File: src/rtl/kpvf_pkg.sv
`timescale 1ns / 1ps
// kpvf_pkg: shared constants, register codes, micro-op format and the
// micro-program of the position/velocity filter. Used by every rtl file.
package kpvf_pkg;

  // word and field sizes
  localparam int DataWidthDef = 32;
  localparam int IoWidth      = 32;
  localparam int TsWidth      = 24;
  localparam int NoiseWidth   = 31;
  localparam int FracP        = 24;
  localparam int AddrWidth    = 4;
  localparam int PcW          = 6;
  localparam int RegAddrW     = 5;
  localparam int NumRegs      = 18;

  // configuration register reset values
  localparam logic [TsWidth-1:0]    TsReset = 24'd167772;
  localparam logic [NoiseWidth-1:0] PnReset = 31'd838861;
  localparam logic [NoiseWidth-1:0] RnReset = 31'd16777;

  // configuration register indexes
  localparam logic [1:0] RegTimeStep     = 2'd0;
  localparam logic [1:0] RegProcessNoise = 2'd1;
  localparam logic [1:0] RegMeasureNoise = 2'd2;

  // request modes
  localparam logic [1:0] ModePredict = 2'd0;
  localparam logic [1:0] ModeUpdate  = 2'd1;
  localparam logic [1:0] ModeReset   = 2'd2;

  // micro-op codes
  typedef enum logic [3:0] {
    OP_END, OP_MUL, OP_ADD, OP_SUB, OP_SADD, OP_DIV, OP_CHK,
    OP_ZERO, OP_ONE, OP_LDA, OP_LDZ
  } op_e;

  // product scaling codes: shift right by FracP plus the code
  localparam logic [1:0] Sh24 = 2'd0;
  localparam logic [1:0] Sh25 = 2'd1;
  localparam logic [1:0] Sh26 = 2'd2;

  // register file addresses
  localparam logic [RegAddrW-1:0] A_POS  = 5'd0;
  localparam logic [RegAddrW-1:0] A_VEL  = 5'd1;
  localparam logic [RegAddrW-1:0] A_P00  = 5'd2;
  localparam logic [RegAddrW-1:0] A_P01  = 5'd3;
  localparam logic [RegAddrW-1:0] A_P10  = 5'd4;
  localparam logic [RegAddrW-1:0] A_P11  = 5'd5;
  localparam logic [RegAddrW-1:0] T_D2   = 5'd6;
  localparam logic [RegAddrW-1:0] T_D3   = 5'd7;
  localparam logic [RegAddrW-1:0] T_D4   = 5'd8;
  localparam logic [RegAddrW-1:0] T_Q00  = 5'd9;
  localparam logic [RegAddrW-1:0] T_Q01  = 5'd10;
  localparam logic [RegAddrW-1:0] T_Q11  = 5'd11;
  localparam logic [RegAddrW-1:0] T_A    = 5'd12;
  localparam logic [RegAddrW-1:0] T_B    = 5'd13;
  localparam logic [RegAddrW-1:0] T_N01  = 5'd14;
  localparam logic [RegAddrW-1:0] T_N10  = 5'd15;
  localparam logic [RegAddrW-1:0] T_N00  = 5'd16;
  localparam logic [RegAddrW-1:0] T_IN   = 5'd17;
  // update step reuses the predict temporaries
  localparam logic [RegAddrW-1:0] T_S    = T_D2;
  localparam logic [RegAddrW-1:0] T_K0   = T_D3;
  localparam logic [RegAddrW-1:0] T_K1   = T_D4;
  localparam logic [RegAddrW-1:0] T_Y    = T_Q00;
  // configuration sources
  localparam logic [RegAddrW-1:0] A_DT   = 5'd24;
  localparam logic [RegAddrW-1:0] A_QN   = 5'd25;
  localparam logic [RegAddrW-1:0] A_RN   = 5'd26;

  // program entry points
  localparam logic [PcW-1:0] PcPredict = 6'd0;
  localparam logic [PcW-1:0] PcUpdate  = 6'd25;
  localparam logic [PcW-1:0] PcClear   = 6'd44;
  localparam logic [PcW-1:0] PcEnd     = 6'd51;

  typedef struct packed {
    op_e                 op;
    logic [RegAddrW-1:0] dst;
    logic [RegAddrW-1:0] a;
    logic [RegAddrW-1:0] b;
    logic [1:0]          shf;
  } uop_t;

  // controller to datapath
  typedef struct packed {
    logic accept;
    logic rd;
    logic start;
    logic out_load;
    logic fault;
    uop_t uop;
  } cmd_t;

  // datapath to controller
  typedef struct packed {
    logic done;
    logic nonpos;
  } stat_t;

  function automatic uop_t mk(input op_e op, input logic [RegAddrW-1:0] dst,
                              input logic [RegAddrW-1:0] a,
                              input logic [RegAddrW-1:0] b, input logic [1:0] shf);
    uop_t u;
    u.op  = op;
    u.dst = dst;
    u.a   = a;
    u.b   = b;
    u.shf = shf;
    return u;
  endfunction

  // micro-program: predict, update, clear; anything else ends the item
  function automatic uop_t prog(input logic [PcW-1:0] pc);
    uop_t u;
    case (pc)
      // predict
      6'd0:  u = mk(OP_LDA, T_IN,  A_POS, A_POS, Sh24);
      6'd1:  u = mk(OP_MUL, T_D2,  A_DT,  A_DT,  Sh24);
      6'd2:  u = mk(OP_MUL, T_D3,  T_D2,  A_DT,  Sh24);
      6'd3:  u = mk(OP_MUL, T_D4,  T_D3,  A_DT,  Sh24);
      6'd4:  u = mk(OP_MUL, T_Q00, A_QN,  T_D4,  Sh26);
      6'd5:  u = mk(OP_MUL, T_Q01, A_QN,  T_D3,  Sh25);
      6'd6:  u = mk(OP_MUL, T_Q11, A_QN,  T_D2,  Sh24);
      6'd7:  u = mk(OP_MUL, T_A,   A_DT,  A_P11, Sh24);
      6'd8:  u = mk(OP_ADD, T_N01, A_P01, T_A,   Sh24);
      6'd9:  u = mk(OP_ADD, T_N10, A_P10, T_A,   Sh24);
      6'd10: u = mk(OP_MUL, T_A,   A_DT,  A_P10, Sh24);
      6'd11: u = mk(OP_ADD, T_B,   A_P00, T_A,   Sh24);
      6'd12: u = mk(OP_MUL, T_A,   A_DT,  T_N01, Sh24);
      6'd13: u = mk(OP_ADD, T_N00, T_B,   T_A,   Sh24);
      6'd14: u = mk(OP_MUL, T_A,   A_DT,  A_VEL, Sh24);
      6'd15: u = mk(OP_ADD, T_B,   A_POS, T_A,   Sh24);
      6'd16: u = mk(OP_MUL, T_A,   T_IN,  T_D2,  Sh25);
      6'd17: u = mk(OP_ADD, A_POS, T_B,   T_A,   Sh24);
      6'd18: u = mk(OP_MUL, T_A,   A_DT,  T_IN,  Sh24);
      6'd19: u = mk(OP_ADD, A_VEL, A_VEL, T_A,   Sh24);
      6'd20: u = mk(OP_ADD, A_P00, T_N00, T_Q00, Sh24);
      6'd21: u = mk(OP_ADD, A_P01, T_N01, T_Q01, Sh24);
      6'd22: u = mk(OP_ADD, A_P10, T_N10, T_Q01, Sh24);
      6'd23: u = mk(OP_ADD, A_P11, A_P11, T_Q11, Sh24);
      6'd24: u = mk(OP_END, A_POS, A_POS, A_VEL, Sh24);
      // update
      6'd25: u = mk(OP_LDZ, T_IN,  A_POS, A_POS, Sh24);
      6'd26: u = mk(OP_SADD, T_S,  A_P11, A_RN,  Sh24);
      6'd27: u = mk(OP_CHK, T_S,   T_S,   T_S,   Sh24);
      6'd28: u = mk(OP_DIV, T_K0,  A_P01, T_S,   Sh24);
      6'd29: u = mk(OP_DIV, T_K1,  A_P11, T_S,   Sh24);
      6'd30: u = mk(OP_SUB, T_Y,   T_IN,  A_VEL, Sh24);
      6'd31: u = mk(OP_MUL, T_A,   T_K0,  T_Y,   Sh24);
      6'd32: u = mk(OP_ADD, A_POS, A_POS, T_A,   Sh24);
      6'd33: u = mk(OP_MUL, T_A,   T_K1,  T_Y,   Sh24);
      6'd34: u = mk(OP_ADD, A_VEL, A_VEL, T_A,   Sh24);
      6'd35: u = mk(OP_MUL, T_A,   T_K0,  A_P10, Sh24);
      6'd36: u = mk(OP_SUB, A_P00, A_P00, T_A,   Sh24);
      6'd37: u = mk(OP_MUL, T_A,   T_K0,  A_P11, Sh24);
      6'd38: u = mk(OP_SUB, A_P01, A_P01, T_A,   Sh24);
      6'd39: u = mk(OP_MUL, T_A,   T_K1,  A_P10, Sh24);
      6'd40: u = mk(OP_SUB, A_P10, A_P10, T_A,   Sh24);
      6'd41: u = mk(OP_MUL, T_A,   T_K1,  A_P11, Sh24);
      6'd42: u = mk(OP_SUB, A_P11, A_P11, T_A,   Sh24);
      6'd43: u = mk(OP_END, A_POS, A_POS, A_VEL, Sh24);
      // clear
      6'd44: u = mk(OP_ZERO, A_POS, A_POS, A_POS, Sh24);
      6'd45: u = mk(OP_ZERO, A_VEL, A_POS, A_POS, Sh24);
      6'd46: u = mk(OP_ONE,  A_P00, A_POS, A_POS, Sh24);
      6'd47: u = mk(OP_ZERO, A_P01, A_POS, A_POS, Sh24);
      6'd48: u = mk(OP_ZERO, A_P10, A_POS, A_POS, Sh24);
      6'd49: u = mk(OP_ONE,  A_P11, A_POS, A_POS, Sh24);
      default: u = mk(OP_END, A_POS, A_POS, A_VEL, Sh24);
    endcase
    return u;
  endfunction

endpackage

File: src/rtl/kpvf_if.sv
`timescale 1ns / 1ps
// kpvf_in_if / kpvf_out_if: valid/ready request channels of the filter.
// Widths come from kpvf_pkg.
interface kpvf_in_if;
  logic                              valid;
  logic                              ready;
  logic [1:0]                        mode;
  logic signed [kpvf_pkg::IoWidth-1:0] accel;
  logic signed [kpvf_pkg::IoWidth-1:0] measured_velocity;

  modport source (output valid, mode, accel, measured_velocity, input ready);
  modport sink   (input valid, mode, accel, measured_velocity, output ready);
endinterface

interface kpvf_out_if;
  logic                              valid;
  logic                              ready;
  logic signed [kpvf_pkg::IoWidth-1:0] position_estimate;
  logic signed [kpvf_pkg::IoWidth-1:0] velocity_estimate;
  logic                              divide_fault;

  modport source (output valid, position_estimate, velocity_estimate, divide_fault,
                  input ready);
  modport sink   (input valid, position_estimate, velocity_estimate, divide_fault,
                  output ready);
endinterface

File: src/rtl/kalman_position_velocity_filter_core.sv
`timescale 1ns / 1ps
// kalman_position_velocity_filter_core: top level with configuration
// registers, sequencer and datapath. Depends on kpvf_pkg, kpvf_if, kpvf_ctrl,
// kpvf_datapath.
//
//   port    dir  kind     moves
//   in_i    in   request  mode, accel, measured_velocity
//   out_o   out  request  position_estimate, velocity_estimate, divide_fault
//   apb     in   config   time_step (0x0), q scale (0x4), r variance (0x8)
//
// Each micro-op passes through a read, a start and a wait state; a multiply or
// a divide holds the wait state until its unit finishes. The internal word is
// DATA_WIDTH, at least 32, plus 2.
// After reset the clear program runs before in_i.ready rises.
// A finished result waits in the output register; the next request is taken
// while it waits, and its result holds until that slot is free.
module kalman_position_velocity_filter_core #(
  parameter int DATA_WIDTH = kpvf_pkg::DataWidthDef
) (
  input  logic                              clk_i,
  input  logic                              rst_ni,
  kpvf_in_if.sink                           in_i,
  kpvf_out_if.source                        out_o,
  input  logic                              psel,
  input  logic                              penable,
  input  logic                              pwrite,
  input  logic [kpvf_pkg::AddrWidth-1:0]    paddr,
  input  logic [31:0]                       pwdata,
  output logic [31:0]                       prdata,
  output logic                              pready
);

  logic [kpvf_pkg::TsWidth-1:0]    ts_q;
  logic [kpvf_pkg::NoiseWidth-1:0] pn_q, rn_q;
  logic [1:0]                      reg_idx;
  logic                            cfg_wr;

  kpvf_pkg::cmd_t  cmd;
  kpvf_pkg::stat_t stat;

  assign pready  = 1'b1;
  assign reg_idx = paddr[3:2];
  assign cfg_wr  = psel && penable && pwrite && pready;

  // configuration registers
  always_ff @(posedge clk_i or negedge rst_ni) begin
    if (!rst_ni) begin
      ts_q <= kpvf_pkg::TsReset;
      pn_q <= kpvf_pkg::PnReset;
      rn_q <= kpvf_pkg::RnReset;
    end else if (cfg_wr) begin
      case (reg_idx)
        kpvf_pkg::RegTimeStep:     ts_q <= pwdata[kpvf_pkg::TsWidth-1:0];
        kpvf_pkg::RegProcessNoise: pn_q <= pwdata[kpvf_pkg::NoiseWidth-1:0];
        kpvf_pkg::RegMeasureNoise: rn_q <= pwdata[kpvf_pkg::NoiseWidth-1:0];
        default: ;
      endcase
    end
  end

  // register readback
  always_comb begin
    case (reg_idx)
      kpvf_pkg::RegTimeStep:     prdata = 32'(ts_q);
      kpvf_pkg::RegProcessNoise: prdata = 32'(pn_q);
      kpvf_pkg::RegMeasureNoise: prdata = 32'(rn_q);
      default:                   prdata = '0;
    endcase
  end

  kpvf_ctrl u_ctrl (
    .clk_i       (clk_i),
    .rst_ni      (rst_ni),
    .in_valid_i  (in_i.valid),
    .in_mode_i   (in_i.mode),
    .in_ready_o  (in_i.ready),
    .out_ready_i (out_o.ready),
    .out_valid_o (out_o.valid),
    .stat_i      (stat),
    .cmd_o       (cmd)
  );

  kpvf_datapath #(
    .DATA_WIDTH (DATA_WIDTH)
  ) u_datapath (
    .clk_i           (clk_i),
    .rst_ni          (rst_ni),
    .cmd_i           (cmd),
    .stat_o          (stat),
    .accel_i         (in_i.accel),
    .meas_i          (in_i.measured_velocity),
    .time_step_i     (ts_q),
    .q_scale_i       (pn_q),
    .r_var_i         (rn_q),
    .position_o      (out_o.position_estimate),
    .velocity_o      (out_o.velocity_estimate),
    .fault_o         (out_o.divide_fault)
  );

endmodule

File: src/rtl/kpvf_datapath.sv
`timescale 1ns / 1ps
// kpvf_datapath: register file, sequential multiplier, restoring divider,
// saturating adder and result registers. Depends on kpvf_pkg.
module kpvf_datapath #(
  parameter int DATA_WIDTH = kpvf_pkg::DataWidthDef
) (
  input  logic                                  clk_i,
  input  logic                                  rst_ni,
  input  kpvf_pkg::cmd_t                        cmd_i,
  output kpvf_pkg::stat_t                       stat_o,
  input  logic signed [kpvf_pkg::IoWidth-1:0]   accel_i,
  input  logic signed [kpvf_pkg::IoWidth-1:0]   meas_i,
  input  logic [kpvf_pkg::TsWidth-1:0]          time_step_i,
  input  logic [kpvf_pkg::NoiseWidth-1:0]       q_scale_i,
  input  logic [kpvf_pkg::NoiseWidth-1:0]       r_var_i,
  output logic signed [kpvf_pkg::IoWidth-1:0]   position_o,
  output logic signed [kpvf_pkg::IoWidth-1:0]   velocity_o,
  output logic                                  fault_o
);

  // internal word holds a saturated word, a noise setting or the wide S
  localparam int XW   = ((DATA_WIDTH > 32) ? DATA_WIDTH : 32) + 2;
  localparam int MW   = XW - 1;
  localparam int NCH  = (MW + 15) / 16;
  localparam int PW   = MW + 16 * NCH;
  localparam int NB   = MW + kpvf_pkg::FracP + 1;
  localparam int MCW  = $clog2(NCH + 1);
  localparam int DCW  = $clog2(NB + 1);
  localparam int IW   = kpvf_pkg::IoWidth;
  localparam longint WMaxL = (longint'(1) << (DATA_WIDTH - 1)) - 1;
  localparam logic signed [XW:0]   WMaxE   = (XW+1)'(WMaxL);
  localparam logic signed [XW:0]   WMinE   = (XW+1)'(-WMaxL - 1);
  localparam logic signed [XW-1:0] OneVal  = (DATA_WIDTH > 25) ?
                                             XW'(longint'(1) << kpvf_pkg::FracP) : XW'(WMaxL);
  localparam logic signed [XW-1:0] Out32Max = XW'(longint'(2147483647));
  localparam logic signed [XW-1:0] Out32Min = XW'(-longint'(2147483647) - 1);
  localparam logic [NB-1:0]        QIntMax  = NB'(WMaxL >>> kpvf_pkg::FracP);

  function automatic logic signed [XW-1:0] sat_w(input logic signed [XW:0] v);
    logic signed [XW-1:0] r;
    if (v > WMaxE) r = XW'(WMaxE);
    else if (v < WMinE) r = XW'(WMinE);
    else r = XW'(v);
    return r;
  endfunction

  function automatic logic signed [IW-1:0] sat_out(input logic signed [XW-1:0] v);
    logic signed [IW-1:0] r;
    if (v > Out32Max) r = IW'(Out32Max);
    else if (v < Out32Min) r = IW'(Out32Min);
    else r = IW'(v);
    return r;
  endfunction

  kpvf_pkg::uop_t uop;
  assign uop = cmd_i.uop;

  // register file and operand registers
  logic signed [XW-1:0] mem_q [kpvf_pkg::NumRegs];
  logic signed [XW-1:0] opa_q, opb_q;
  logic signed [IW-1:0] accel_q, meas_q;

  // write port
  logic                            wr_en;
  logic signed [XW-1:0]            wr_data;

  // multiplier state
  logic                 mul_busy_q;
  logic [MCW-1:0]       mcnt_q;
  logic [MW-1:0]        ua_q;
  logic [16*NCH-1:0]    mb_q;
  logic [PW-1:0]        acc_q;
  logic                 mneg_q;

  // divider state
  logic                 div_busy_q;
  logic [DCW-1:0]       dcnt_q;
  logic [NB-1:0]        dvd_q, quo_q;
  logic [XW:0]          rem_q;
  logic [XW-1:0]        den_q;
  logic                 dneg_q;

  logic done_q, nonpos_q;

  // operand magnitudes and signs
  logic [MW-1:0] mag_a, mag_b;
  logic          neg_a, neg_b;
  assign neg_a = opa_q[XW-1];
  assign neg_b = opb_q[XW-1];
  assign mag_a = MW'(neg_a ? -opa_q : opa_q);
  assign mag_b = MW'(neg_b ? -opb_q : opb_q);

  // ops that write the register file at start
  logic signed [XW:0]   ea, eb;
  logic signed [XW-1:0] sres;
  logic                 single;
  assign ea = {opa_q[XW-1], opa_q};
  assign eb = {opb_q[XW-1], opb_q};
  assign single = uop.op inside {kpvf_pkg::OP_ADD, kpvf_pkg::OP_SUB, kpvf_pkg::OP_SADD,
                                 kpvf_pkg::OP_ZERO, kpvf_pkg::OP_ONE, kpvf_pkg::OP_LDA,
                                 kpvf_pkg::OP_LDZ};

  always_comb begin
    case (uop.op)
      kpvf_pkg::OP_ADD:  sres = sat_w(ea + eb);
      kpvf_pkg::OP_SUB:  sres = sat_w(ea - eb);
      kpvf_pkg::OP_SADD: sres = XW'(ea + eb);
      kpvf_pkg::OP_ONE:  sres = OneVal;
      kpvf_pkg::OP_LDA:  sres = sat_w({{(XW+1-IW){accel_q[IW-1]}}, accel_q});
      kpvf_pkg::OP_LDZ:  sres = sat_w({{(XW+1-IW){meas_q[IW-1]}}, meas_q});
      default:           sres = '0;
    endcase
  end

  // multiplier step and final rounding
  logic [PW-1:0]        acc_d, mrnd, mshr, mlim, msat;
  logic signed [XW-1:0] mres;
  int unsigned          sh;
  assign sh    = kpvf_pkg::FracP + int'(uop.shf);
  assign acc_d = (acc_q << 16) + (PW'(ua_q) * PW'(mb_q[16*NCH-1 -: 16]));
  assign mrnd  = acc_q + (PW'(1) << (sh - 1));
  assign mshr  = mrnd >> sh;
  assign mlim  = PW'(WMaxL) + PW'(mneg_q);
  assign msat  = (mshr > mlim) ? mlim : mshr;
  assign mres  = mneg_q ? -XW'(msat) : XW'(msat);

  // divider step and final rounding
  logic [XW+1:0]        dstep;
  logic                 dge;
  logic [XW:0]          rem_d;
  logic [NB:0]          qr, dlim, dsat;
  logic signed [XW-1:0] dres;
  assign dstep = {rem_q, dvd_q[NB-1]};
  assign dge   = dstep >= {2'b00, den_q};
  assign rem_d = dge ? (XW+1)'(dstep - {2'b00, den_q}) : (XW+1)'(dstep);
  assign qr    = ({1'b0, quo_q} + (NB+1)'(1)) >> 1;
  assign dlim  = (NB+1)'(WMaxL) + (NB+1)'(dneg_q);
  always_comb begin
    if ((quo_q >> (kpvf_pkg::FracP + 1)) > QIntMax) dsat = dlim;
    else if (qr > dlim) dsat = dlim;
    else dsat = qr;
  end
  assign dres = dneg_q ? -XW'(dsat) : XW'(dsat);

  // write port select
  always_comb begin
    wr_en   = 1'b0;
    wr_data = sres;
    if (mul_busy_q && (mcnt_q == '0)) begin
      wr_en   = 1'b1;
      wr_data = mres;
    end else if (div_busy_q && (dcnt_q == '0)) begin
      wr_en   = 1'b1;
      wr_data = dres;
    end else if (cmd_i.start && single) begin
      wr_en   = 1'b1;
    end
  end

  // register file write
  always_ff @(posedge clk_i) begin
    if (wr_en) begin
      mem_q[uop.dst] <= wr_data;
    end
  end

  // registered operand reads, configuration sources muxed in
  always_ff @(posedge clk_i) begin
    if (cmd_i.rd) begin
      case (uop.a)
        kpvf_pkg::A_DT: opa_q <= XW'(time_step_i);
        kpvf_pkg::A_QN: opa_q <= XW'(q_scale_i);
        kpvf_pkg::A_RN: opa_q <= XW'(r_var_i);
        default:        opa_q <= mem_q[uop.a];
      endcase
      case (uop.b)
        kpvf_pkg::A_DT: opb_q <= XW'(time_step_i);
        kpvf_pkg::A_QN: opb_q <= XW'(q_scale_i);
        kpvf_pkg::A_RN: opb_q <= XW'(r_var_i);
        default:        opb_q <= mem_q[uop.b];
      endcase
    end
  end

  // unit sequencing
  always_ff @(posedge clk_i or negedge rst_ni) begin
    if (!rst_ni) begin
      done_q     <= 1'b0;
      nonpos_q   <= 1'b0;
      mul_busy_q <= 1'b0;
      div_busy_q <= 1'b0;
      mcnt_q     <= '0;
      dcnt_q     <= '0;
    end else begin
      done_q <= (cmd_i.start && !(uop.op inside {kpvf_pkg::OP_MUL, kpvf_pkg::OP_DIV})) ||
                (mul_busy_q && (mcnt_q == '0)) || (div_busy_q && (dcnt_q == '0));
      if (cmd_i.start) begin
        case (uop.op)
          kpvf_pkg::OP_MUL: begin
            mul_busy_q <= 1'b1;
            mcnt_q     <= MCW'(NCH);
          end
          kpvf_pkg::OP_DIV: begin
            div_busy_q <= 1'b1;
            dcnt_q     <= DCW'(NB);
          end
          kpvf_pkg::OP_CHK: begin
            nonpos_q <= (opa_q <= 0);
          end
          default: ;
        endcase
      end
      if (mul_busy_q) begin
        if (mcnt_q != '0) begin
          mcnt_q <= mcnt_q - MCW'(1);
        end else begin
          mul_busy_q <= 1'b0;
        end
      end
      if (div_busy_q) begin
        if (dcnt_q != '0) begin
          dcnt_q <= dcnt_q - DCW'(1);
        end else begin
          div_busy_q <= 1'b0;
        end
      end
    end
  end

  // unit payload, input capture and result registers
  always_ff @(posedge clk_i) begin
    if (cmd_i.accept) begin
      accel_q <= accel_i;
      meas_q  <= meas_i;
    end
    if (cmd_i.start) begin
      acc_q  <= '0;
      ua_q   <= mag_a;
      mb_q   <= (16*NCH)'(mag_b);
      mneg_q <= neg_a ^ neg_b;
      rem_q  <= '0;
      quo_q  <= '0;
      dvd_q  <= {mag_a, {(kpvf_pkg::FracP + 1){1'b0}}};
      den_q  <= opb_q;
      dneg_q <= neg_a;
    end
    if (mul_busy_q && (mcnt_q != '0)) begin
      acc_q <= acc_d;
      mb_q  <= mb_q << 16;
    end
    if (div_busy_q && (dcnt_q != '0)) begin
      rem_q <= rem_d;
      quo_q <= {quo_q[NB-2:0], dge};
      dvd_q <= dvd_q << 1;
    end
    if (cmd_i.out_load) begin
      position_o <= sat_out(opa_q);
      velocity_o <= sat_out(opb_q);
      fault_o    <= cmd_i.fault;
    end
  end

  assign stat_o.done   = done_q;
  assign stat_o.nonpos = nonpos_q;

endmodule

File: src/rtl/kpvf_ctrl.sv
`timescale 1ns / 1ps
// kpvf_ctrl: micro-program sequencer and request handshake control.
// Depends on kpvf_pkg.
module kpvf_ctrl (
  input  logic            clk_i,
  input  logic            rst_ni,
  input  logic            in_valid_i,
  input  logic [1:0]      in_mode_i,
  output logic            in_ready_o,
  input  logic            out_ready_i,
  output logic            out_valid_o,
  input  kpvf_pkg::stat_t stat_i,
  output kpvf_pkg::cmd_t  cmd_o
);

  typedef enum logic [2:0] {ST_IDLE, ST_READ, ST_START, ST_WAIT, ST_OUT} state_e;

  state_e                      state_q;
  logic [kpvf_pkg::PcW-1:0]    pc_q, pc_start;
  logic                        init_q, fault_q, out_valid_q;
  kpvf_pkg::uop_t              uop;
  logic                        slot_free;

  assign uop       = kpvf_pkg::prog(pc_q);
  assign slot_free = !out_valid_q || out_ready_i;

  // entry point per mode
  always_comb begin
    case (in_mode_i)
      kpvf_pkg::ModePredict: pc_start = kpvf_pkg::PcPredict;
      kpvf_pkg::ModeUpdate:  pc_start = kpvf_pkg::PcUpdate;
      kpvf_pkg::ModeReset:   pc_start = kpvf_pkg::PcClear;
      default:               pc_start = kpvf_pkg::PcEnd;
    endcase
  end

  // command decode
  assign in_ready_o      = (state_q == ST_IDLE);
  assign out_valid_o     = out_valid_q;
  assign cmd_o.accept    = in_ready_o && in_valid_i;
  assign cmd_o.rd        = (state_q == ST_READ);
  assign cmd_o.start     = (state_q == ST_START);
  assign cmd_o.out_load  = (state_q == ST_OUT) && slot_free;
  assign cmd_o.fault     = fault_q;
  assign cmd_o.uop       = uop;

  // sequencer
  always_ff @(posedge clk_i or negedge rst_ni) begin
    if (!rst_ni) begin
      state_q     <= ST_READ;
      pc_q        <= kpvf_pkg::PcClear;
      init_q      <= 1'b1;
      fault_q     <= 1'b0;
      out_valid_q <= 1'b0;
    end else begin
      if ((state_q == ST_OUT) && slot_free) begin
        out_valid_q <= 1'b1;
      end else if (out_valid_q && out_ready_i) begin
        out_valid_q <= 1'b0;
      end
      case (state_q)
        ST_IDLE: begin
          if (in_valid_i) begin
            pc_q    <= pc_start;
            fault_q <= 1'b0;
            state_q <= ST_READ;
          end
        end
        ST_READ: begin
          if (uop.op == kpvf_pkg::OP_END) begin
            if (init_q) begin
              init_q  <= 1'b0;
              state_q <= ST_IDLE;
            end else begin
              state_q <= ST_OUT;
            end
          end else begin
            state_q <= ST_START;
          end
        end
        ST_START: state_q <= ST_WAIT;
        ST_WAIT: begin
          if (stat_i.done) begin
            if ((uop.op == kpvf_pkg::OP_CHK) && stat_i.nonpos) begin
              fault_q <= 1'b1;
              pc_q    <= kpvf_pkg::PcEnd;
            end else begin
              pc_q <= pc_q + kpvf_pkg::PcW'(1);
            end
            state_q <= ST_READ;
          end
        end
        ST_OUT: begin
          if (slot_free) begin
            state_q <= ST_IDLE;
          end
        end
        default: state_q <= ST_IDLE;
      endcase
    end
  end

  // an accepted request always starts with an operand read
  a_accept_reads: assert property (@(posedge clk_i) disable iff (!rst_ni)
    cmd_o.accept |=> (state_q == ST_READ))
    else $error("accepted request did not start the program");

  // no unit completion while idle
  a_idle_quiet: assert property (@(posedge clk_i) disable iff (!rst_ni)
    (state_q == ST_IDLE) |-> !stat_i.done)
    else $error("unit completion outside a program");

  // the program counter stays inside the program
  a_pc_range: assert property (@(posedge clk_i) disable iff (!rst_ni)
    (state_q != ST_IDLE) |-> (pc_q <= kpvf_pkg::PcEnd))
    else $error("program counter out of range");

  // a failed variance check marks the result as faulted
  a_fault_set: assert property (@(posedge clk_i) disable iff (!rst_ni)
    ((state_q == ST_WAIT) && stat_i.done && stat_i.nonpos &&
     (uop.op == kpvf_pkg::OP_CHK)) |=> fault_q)
    else $error("variance fault not recorded");

endmodule

File: src/flat_wrapper.sv
// flat-port wrapper written by rule: the top's interface ports become plain ports
module kalman_position_velocity_filter_core_flat 
#(
  parameter int DATA_WIDTH = kpvf_pkg::DataWidthDef
)
  (clk_i, rst_ni, psel, penable, pwrite, paddr, pwdata, prdata, pready, in_i_valid, in_i_mode, in_i_accel, in_i_measured_velocity, in_i_ready, out_o_valid, out_o_position_estimate, out_o_velocity_estimate, out_o_divide_fault, out_o_ready);
  kpvf_in_if in_i_i ();
  kpvf_out_if out_o_i ();
  input  logic clk_i;
  input  logic rst_ni;
  input  logic psel;
  input  logic penable;
  input  logic pwrite;
  input  logic [kpvf_pkg::AddrWidth-1:0] paddr;
  input  logic [31:0] pwdata;
  output logic [31:0] prdata;
  output logic pready;
  input wire logic [$bits(in_i_i.valid)-1:0] in_i_valid;
  input wire logic [$bits(in_i_i.mode)-1:0] in_i_mode;
  input wire logic [$bits(in_i_i.accel)-1:0] in_i_accel;
  input wire logic [$bits(in_i_i.measured_velocity)-1:0] in_i_measured_velocity;
  output wire logic [$bits(in_i_i.ready)-1:0] in_i_ready;
  output wire logic [$bits(out_o_i.valid)-1:0] out_o_valid;
  output wire logic [$bits(out_o_i.position_estimate)-1:0] out_o_position_estimate;
  output wire logic [$bits(out_o_i.velocity_estimate)-1:0] out_o_velocity_estimate;
  output wire logic [$bits(out_o_i.divide_fault)-1:0] out_o_divide_fault;
  input wire logic [$bits(out_o_i.ready)-1:0] out_o_ready;
  assign in_i_i.valid = in_i_valid;
  assign in_i_i.mode = in_i_mode;
  assign in_i_i.accel = in_i_accel;
  assign in_i_i.measured_velocity = in_i_measured_velocity;
  assign in_i_ready = in_i_i.ready;
  assign out_o_valid = out_o_i.valid;
  assign out_o_position_estimate = out_o_i.position_estimate;
  assign out_o_velocity_estimate = out_o_i.velocity_estimate;
  assign out_o_divide_fault = out_o_i.divide_fault;
  assign out_o_i.ready = out_o_ready;
  kalman_position_velocity_filter_core #(.DATA_WIDTH(DATA_WIDTH)) u_core (.clk_i(clk_i), .rst_ni(rst_ni), .in_i(in_i_i), .out_o(out_o_i), .psel(psel), .penable(penable), .pwrite(pwrite), .paddr(paddr), .pwdata(pwdata), .prdata(prdata), .pready(pready));
endmodule
File: config.mk
export PLATFORM = sky130hd
export DESIGN_NAME = kalman_position_velocity_filter_core_flat
export DESIGN_NICKNAME = d
export VERILOG_FILES = /design/src/rtl/kpvf_pkg.sv /design/src/rtl/kpvf_if.sv /design/src/rtl/kalman_position_velocity_filter_core.sv /design/src/rtl/kpvf_datapath.sv /design/src/rtl/kpvf_ctrl.sv /design/src/flat_wrapper.sv
export SDC_FILE = /design/constraint.sdc
export NUM_CORES = 2
export LEC_CHECK = 0
export ABC_CLOCK_PERIOD_IN_PS = 11030
export BUFFER_PORTS_ARGS = -buffer_cell sky130_fd_sc_hd__buf_2
export CAP_MARGIN = 0
export CORE_MARGIN = 2
export CORE_UTILIZATION = 50
export DETAILED_ROUTE_END_ITERATION = 6
export MAX_ROUTING_LAYER = met4
export PLACE_DENSITY_LB_ADDON = 0.25
export SETUP_SLACK_MARGIN = 0.5
export SYNTH_ARGS = -nofsm -noshare
export SYNTH_HDL_FRONTEND = slang
export SYNTH_SLANG_ARGS = --single-unit
File: constraint.sdc
create_clock -name clk_i -period 11.03 [get_ports clk_i]
set_input_delay 1.103 -clock clk_i [delete_from_list [all_inputs] [get_ports clk_i]]
set_output_delay 1.103 -clock clk_i [all_outputs]
set_load 0.01 [all_outputs]
==> flow_summary.yaml <==
timing:
  rsz0062_at_grt: "false"
  hold_viol_final: 0
  worst_pin_slew_ps: 1340
  totalNegativeSetupSlack_ps: 0
  timing.final.crit_period_ps: 9970
  relSlewSlack: 0.105
  finalSetupViolCount: 0
  timing.fmax_ghz: 0.100
  finalCritPeriodShare: 0.904
  slew_violations: 0
  clock_skew_ps: 73.2
global_route:
  antenna_found_initial: 13
  grt_pass1_wl_um: 444000
  grt_max_degree: 191
  grt_overflow: 0
  grt_use_total: 0.331
  grt_pass1_vias: 69969
placement:
  port-buffer-count: 203
  detailed_place_hpwl_um: 206000
  gp_congestion: 1.01
clock_tree:
  clock_sinks: 1243
  cts.path.max_buffers: 3
  cts.clk_slew.worst_paths_ps: 60
  clock_tree.root_cell: "clkbuf_16"
  clock_latency_ps: 840
  cts_htree_levels: 4
  numCtsBuffers: 137
  cts_tree: "done"
route:
  ant_nets: 0
  drt-initial-drc-count: 8454
  wl_per_cell_um: 26.1
  dr.pass1.iters: 7
  num_vias: 71900
  drc: 1
  wl_um: 299000
  vias_per_cell: 6.27
yosys:
  synth-edff-count: 1117
  synthDistinctLibCells: 106
  synthCells: 9024
  async_flop_share: 0.0885
  ys_warn_count: 0
  synth_area_um2: 89800
  ys_ff_latch: 1243
  syn_area_per_cell_um2: 9.95
  synth_flop_cell: "edfxtp_1"
  synth_seq_area_share: 0.408
critical_path:
  cp_slowest_stage_delay_ps: 620
  critPathCaptureType: "flop"
  critical_path_class: "reg -> reg"
  required_ps: 11560
  crit_arrival_ps: 10510
  path_max_fanout: 18
  cpMaxStageDelayCell: "or4_4"
  startpoint_type: "flop"
die:
  die_h_um: 428
  ios: 209
  start_util: 0.503
  rows: 155
  die_w_um: 428
  dieArea_um2: 183000
  core_area_um2: 178000
flow_run:
  drv_cap: 0
layout:
  fill_cells: 15446
  syn_to_final_growth_pct: 9.60
  layout-drive-gt1-share: 0.113
  seq_area_um2: 36700
  num-nets-final: 9915
  multi_input_area_um2: 48900
min_path:
  hp-class: "in -> async"
outcome:
  status: "complete, but fails checks"
  violations: "design-rule violations"
[registers in the layout (all words and copies together), names as in the netlist, 34 cells and up]
register / flops
u_core.u_datapath.rem_q: 35
u_core.u_datapath.den_q: 34
u_core.u_datapath.opa_q: 34
u_core.u_datapath.acc_q: 81
u_core.u_datapath.opb_q: 34
u_core.u_datapath.mb_q: 48
u_core.u_datapath.mem_q: 612
u_core.u_datapath.quo_q: 58
[Yosys cell counts, types with 19 or more instances]
cell,n,area (um^2)
a211oi_1,144,1080
a21o_1,70,526
a21oi_1,513,2570
a22oi_1,35,263
a311o_1,34,340
a311oi_1,45,394
a31oi_1,46,288
and2_1,255,1600
and3_1,88,551
buf_1,49,184
buf_2,38,190
clkbuf_1,474,1780
dfrtp_1,79,1980
dfstp_2,31,815
edfxtp_1,1117,33500
fa_1,468,9370
ha_1,338,4230
inv_1,703,2640
mux2_2,121,1360
mux2i_1,154,1540
mux4_2,136,3060
nand2_1,1381,5180
nand2b_1,49,307
nand3_1,317,1590
nand4_1,80,500
nor2_1,678,2540
nor2b_1,68,425
nor3_1,125,626
nor4_1,60,375
o211ai_1,70,526
o21a_1,40,300
o21ai_0,330,1650
o21bai_1,24,180
o221ai_1,22,193
o22ai_1,114,713
o31ai_1,39,293
or3_1,45,282
or4_1,19,143
xnor2_1,200,1750
xor2_1,87,762
[stage by stage]
stage / hold WS (ps) / area (um^2) / std cells / setup WS (ps) / utilization
2_1_floorplan: 426 / 89900 / 9035 / 1650 / -
3_3_place_gp: 445 / 93600 / 11214 / 522 / 0.524
3_5_place_dp: 442 / 93600 / 11214 / 396 / 0.524
4_1_cts: 360 / 98300 / 11463 / 598 / 0.551
5_1_grt: 393 / 98400 / 11471 / 494 / 0.552
6_report: 354 / 98400 / 11476 / 1060 / 0.552
[final cells by class]
| type | instances | area share |
|---|---|---|
| multi-input combinational | 6519 | 0.496 |
| sequential | 1243 | 0.372 |
| clock buffer | 164 | 0.0364 |
| tap | 2355 | 0.0299 |
| inverter | 704 | 0.0269 |
| timing repair buffer | 395 | 0.0257 |
| clock inverter | 85 | 0.0120 |
| antenna | 11 | 0.000280 |
[cell families (layout without fill, tap and decap cells)]
kind of cell / count (synthesis) / after routing / share of synthesized area
DFF: 1243 / 1243 / 0.408
xor gates and xnor gates: 288 / 288 / 0.0283
muxes: 411 / 411 / 0.0664
AOI/OAI and AO/OA: 1751 / 1751 / 0.127
buffers and inverters: 1273 / 1348 / 0.0542
adders and majority gates: 806 / 806 / 0.151
and+or+nand+nor: 3250 / 3250 / 0.165
other: 2 / 24 / 0.0000836
[critical path, delay by kind of cell, from the launching register on]
kind	cells	cell delay, ps
AO/OA/AOI/OAI	18	3730
adder cells (fa/ha/maj)	4	1130
buffers and inverters	7	1490
flip-flops	1	380
AND/OR/NAND/NOR	12	2960
[layer usage]
metal  global-route usage  share of wire  vias to the layer above
li1                     -              -                    31874
met5                    -              0                        -
met1                0.412           0.38                    35683
met2                0.526           0.48                     3559
met4                0.170          0.060                        0
met3               0.0507          0.084                      784
[final timing paths]
| kind | end | cells past startpoint | slack, ps | from |
|---|---|---|---|---|
| max | u_core.u_datapath.mem_q[11][22] | 41 | 1060 | u_core.u_ctrl.pc_q[0] |
| min | u_core.rn_q[30] | 1 | 350 | rst_ni |
| max reg2reg | u_core.u_datapath.mem_q[11][22] | 41 | 1060 | u_core.u_ctrl.pc_q[0] |
| max in group asynchronous | u_core.ts_q[12] | 2 | 9400 | rst_ni |
| min reg2reg | u_core.u_datapath.fault_o | 0 | 470 | u_core.u_ctrl.fault_q |
| min in group clk_i | u_core.u_datapath.fault_o | 0 | 470 | u_core.u_ctrl.fault_q |
[repair_timing]
item                       in CTS  in global routing
resized for setup               3                 11
setup endpoints to repair      36                144
buffers inserted                0                  2
pin swaps                       0                  2
hold buffers                    0                  0
hold endpoints to repair        0                  0
[layout by cell type, fill, tap and decap left out, types with 70 or more instances in the layout]
master and n:
buf_2 202, mux4_2 136, inv_1 701, dfrtp_1 79
xnor2_1 199, ha_1 336, mux2i_1 153, buf_4 187
nor3_1 121, nand2_1 1379, nand3_1 317, fa_1 468
nor2_1 655, xor2_1 87, a21oi_1 505, nand4_1 80
a211oi_1 140, edfxtp_1 1117, clkbuf_16 138, and2_1 255
o22ai_1 112, and3_1 88, o211ai_1 70, mux2_2 121
o21ai_0 326, a21o_1 70
Power is not shown: default switching activity piles up to over one toggle a cycle in this logic, so the estimate is an artifact.
